$ cat config.mk
export PLATFORM = sky130hd
export DESIGN_NAME = mcmf_ram
export DESIGN_NICKNAME = d
export VERILOG_FILES = /design/src/design/mcmf_ram.sv
export SDC_FILE = /design/constraint.sdc
export NUM_CORES = 1
export LEC_CHECK = 0
export BUFFER_PORTS_ARGS = -buffer_cell sky130_fd_sc_hd__buf_2
export CAP_MARGIN = 20
export CORE_UTILIZATION = 35
export DETAILED_ROUTE_END_ITERATION = 8
export SLEW_MARGIN = 20
export SYNTH_ARGS = -nofsm -noshare
export SYNTH_HDL_FRONTEND = slang
export SYNTH_SLANG_ARGS = --single-unit
$ cat constraint.sdc
create_clock -name clk_i -period 1.94 [get_ports clk_i]
set_input_delay 0.097 -clock clk_i [delete_from_list [all_inputs] [get_ports clk_i]]
set_output_delay 0.097 -clock clk_i [all_outputs]
set_load 0.02 [all_outputs]
$ cat src/design/mcmf_ram.sv
`timescale 1ns / 1ps
// Generic single-write, single-read RAM with a registered read port.
// No dependencies.
module mcmf_ram #(
  parameter int WIDTH = 8,
  parameter int DEPTH = 16
) (
  input  logic                     clk_i,
  input  logic                     we_i,
  input  logic [$clog2(DEPTH)-1:0] waddr_i,
  input  logic [WIDTH-1:0]         wdata_i,
  input  logic [$clog2(DEPTH)-1:0] raddr_i,
  output logic [WIDTH-1:0]         rdata_o
);

  logic [WIDTH-1:0] mem_q [DEPTH];
  logic [WIDTH-1:0] rdata_q;

  always_ff @(posedge clk_i) begin
    if (we_i) begin
      mem_q[waddr_i] <= wdata_i;
    end
    rdata_q <= mem_q[raddr_i];
  end

  assign rdata_o = rdata_q;

endmodule

---- After elaboration in Yosys (flattened, before gate mapping) ----
Memories as Yosys holds them, arrays and structs flattened. A register that Yosys moved wholly into a read port is not among the register bits.
Cells that the tools add are included.
Widths: inputs -> output; s select.
cells by class
  mux-type cells .......................... 2
operators by type and width
  kind    number
  $mux 1  2
storage, ports and cells
  flip-flop bits (word level) ............. 0
  RAM bits ................................ 128
  bits of input ports ..................... 18
  output and inout port bits .............. 8
  logic and storage cells ................. 3
  memories kept ........................... 1
memory list
  memory  words  width  rd ports  clocked after Yosys merged registers in  write ports  line  text
  mem_q   16     8      1         1                                        1            16    logic [WIDTH-1:0] mem_q [DEPTH];

---- Logic depth before layout (Yosys ltp) ----
  depth after elaboration ................. 2
  gate-level depth with buffers ........... 5
  depth with buffers taken out ............ 3

---- Worst setup path after synthesis ----
OpenSTA, ideal clock, no wires.
  path type ............................... input port to flip-flop
  start ................................... input port waddr_i[2]
  end ..................................... memory mem_q[0][0] (enable)
  library setup time ...................... 383 ps
  arrival time ............................ 1207 ps
  data required time ...................... 1557 ps
  setup slack ............................. 350 ps
  stages .................................. 2
  path buffers ............................ 0
  cell sequence ........................... or3b_2 -> nor3_1
RTL lines
  what             line  text
  start, declared  10    input logic [$clog2(DEPTH)-1:0] waddr_i,
  end, declared    16
No word-level cell before the write port.

==> reports/metrics.csv <==
stage;metric;value;unit
timing;Max Clk Rate;0.732;GHz
drt;1st-pass router iterations;4;
power_and_ir_drop;cell leakage power;2.08;nW
clock_tree;CTS hold repair buffers;0;
timing;WHS;0.0778;ns
power_and_ir_drop;Clock Power Share;45.3;%
floorplanning;area of the core;14100;um2
placement;Cells after DPL;446;
floorplanning;total number of placement rows;43;
setup_path;family of cells with the greatest summed delay on the critical path;multiplexers;
placement;DPL Wire Length;6.51;mm
floorplanning;die width;123;um
logic_synthesis;number of warnings issued by yosys;0;
drt;routed via count;2414;
placement;post-place instance area;5610;um2
clock_tree;number of buffers added by the clock tree synthesis step;17;
cells_and_area;antenna cell count;0;
clock_tree;clock tree from TritonCTS;done;
logic_synthesis;synthesized cell area;5150;um2
cells_and_area;Non-Filler Instances;477;
power_and_ir_drop;sequential fraction of design power;49.7;%
power_and_ir_drop;total power;6.65;mW
floorplanning;Die Y;123;um
clock_tree;insertion delay to the later sink of the worst-skew pair;0.41;ns
cells_and_area;nets@finish;303;
power_and_ir_drop;switching part of the total power;20.6;%
setup_path;Setup crit start kind;flop;
clock_tree;Post-CTS Resized;0;
setup_path;Critical path buffers and inverters;0;
setup_path;CP cell instances;mux4_2 -> a22oi_1 -> nand2_1;
drt;number of violations reported at the end of detailed-routing iteration 0;172;
logic_synthesis;Mapped Cells;229;
clock_tree;root buffer selected by CTS;clkbuf_16;
min_path;worst hold-check path type;input port to flop;
setup_path;kind of end point of the critical path;flop;
logic_synthesis;Cell variety after synth;19;
timing;count of final max-slew check failures;0;
power_and_ir_drop;power spent charging and discharging nets;1.37;mW
drt;sum of routed wire length over all layers;9.87;mm
flow_run;max-capacitance violation count;0;
drt;via count normalized by instance count;5.06;
cells_and_area;number of inserted filler cells in the final layout;1242;
grt;maximum number of pins on one net before global-route repair;21;
setup_path;largest fanout of any net on the critical path;1;
logic_synthesis;sequential-to-total area share from yosys stat;77.8;%
drt;detailed-route DRC error count;0;
cells_and_area;most common cell after layout, fill and taps aside;edfxtp_1;
timing;number of setup violations in the final report;0;
cells_and_area;Post-Layout Inst Area;6170;um2
setup_path;worst endpoint required time;2.23;ns
cells_and_area;area added between synthesis and finish;20.0;%
grt;number of global-route vias before repair;2532;
clock_tree;# H-tree levels;4;
clock_tree;post-CTS clock slew at the launch and capture registers of the worst setup and hold paths;0.06;ns
grt;grt total ovfl;0;
power_and_ir_drop;P per Cell Area;1080;nW/um2
setup_path;critical path arrival;1.66;ns
clock_tree;number of sinks on the clock net;136;
setup_path;slowest library cell on the worst path;mux4_2;
placement;RD Place Congestion;0.730;
timing;Final Critical Period;1.37;ns
placement;buffers added on ports;25;
logic_synthesis;flip-flop and latch count after synthesis;136;
timing;final hold violation count;0;
power_and_ir_drop;cell internal power dissipation;5.29;mW
logic_synthesis;syn_area_per_cell;22.5;um2
cells_and_area;commonest cells after routing, fill and taps aside;128 x edfxtp_1, 25 x buf_2, 19 x buf_4;
timing;worst slew slack as a fraction of its limit;74.3;%
floorplanning;initial core utilization;36.5;%
status;status;finished clean;
logic_synthesis;nets in the synthesized netlist;247;
power_and_ir_drop;portion of total power attributed to combinational logic;5.0;%
timing;final clock period utilization by the worst path;70.5;%
timing;Clock Skew;0.00871;ns
clock_tree;maximum clock path buffer count;2;
drt;Antenna Violating Nets Remaining;0;
cells_and_area;share of layout cells above drive strength 1;31.6;%
floorplanning;die area;15200;um2
timing;Setup Total Neg Slack;0;ns
grt;antenna violations before repair;2;
drt;average routed wire per standard cell;20.7;um
grt;global-route wire length before repair;15.5;mm
power_and_ir_drop;VDD IR-drop max;0.539;mV
clock_tree;total setup buffers inserted after CTS;0;
floorplanning;Boundary Pins;26;
setup_path;largest incremental delay on the critical path;0.52;ns
setup_path;critical path class;flop to flop;
grt;combined global-route utilization of all metal layers;15.0;%
timing;measured slew at the worst slew-check pin;0.386;ns
timing;unrepaired setup endpoints after global routing;false;
power by group through the flow:
stage	Clock, mW	Combinational, mW	Sequential [mW]
after detailed placement	0	0.339	3.37
after floorplan	0	0.167	3.38
after CTS	3.07	0.341	3.31
final	3.02	0.333	3.31
after global routing	3.19	0.363	3.31
after global placement	0	0.332	3.37
worst register-to-register path: stages (launching register included):
cell and delay (ns):
edfxtp_1 0.36, mux4_2 0.52, a22oi_1 0.29, nand2_1 0.09
worst paths after layout:
| check | from | to | slack (ns) | cells after the start |
|---|---|---|---|---|
| max | mem_q[7][7] | rdata_o[7] | 0.57 | 3 |
| min | wdata_i[3] | mem_q[5][3] | 0.08 | 1 |
| max reg2reg | mem_q[7][7] | rdata_o[7] | 0.57 | 3 |
| min reg2reg | mem_q[11][1] | rdata_o[1] | 0.68 | 3 |
cells in the mapped netlist:
master	count	area, um2
nor2_1	13	48.8
edfxtp_1	128	3840
nor2b_1	1	6.26
dfxtp_1	8	160
and2b_1	1	7.51
clkdlybuf4s25_2	3	30.0
nand2_1	9	33.8
buf_6	3	33.8
buf_4	1	7.51
and2_1	1	6.26
buf_2	3	15.0
mux4_1	14	368
mux4_2	18	405
or3b_2	1	8.76
nand3b_1	2	15.0
nand2b_1	2	12.5
nand3_1	1	5.00
nor3_1	4	20.0
a22oi_1	16	120
cell families (layout without fill, tap and decap cells):
logic type / after synthesis / count (layout) / synth area share (%)
muxes: 32 / 32 / 15.0
AOI/OAI and AO/OA: 16 / 16 / 2.33
and+or+nand+nor: 35 / 35 / 3.18
buffers and inverters: 10 / 78 / 1.68
DFF: 136 / 136 / 77.8
final cells by class:
| cell class | count | area (um2) | share of cell area [%] |
|---|---|---|---|
| clock inverter | 14 | 135 | 2.19 |
| timing repair buffer | 47 | 328 | 5.31 |
| clock buffer | 17 | 425 | 6.89 |
| tap | 180 | 225 | 3.65 |
| sequential | 136 | 4000 | 64.8 |
| multi-input combinational | 83 | 1060 | 17.1 |
stage by stage:
stage	worst slack, ns	utilization [%]
2_1_floorplan	0.350	-
3_3_place_gp	0.315	39.8
3_5_place_dp	0.323	39.8
4_1_cts	0.569	43.8
5_1_grt	0.520	43.8
6_report	0.573	43.8
registers in the layout, summed over array words and instances (netlist names):
name     flops
mem_q      128
rdata_o      8
per-layer routing:
layer | routed length, um | vias up | track usage, %
li1 | - | 1082 | -
met1 | 4590 | 1263 | 20.5
met5 | 24 | - | 0
met2 | 4690 | 57 | 22.5
met3 | 505 | 8 | 5.26
met4 | 60 | 4 | 4.74
Power figures use the tool's default switching activity.
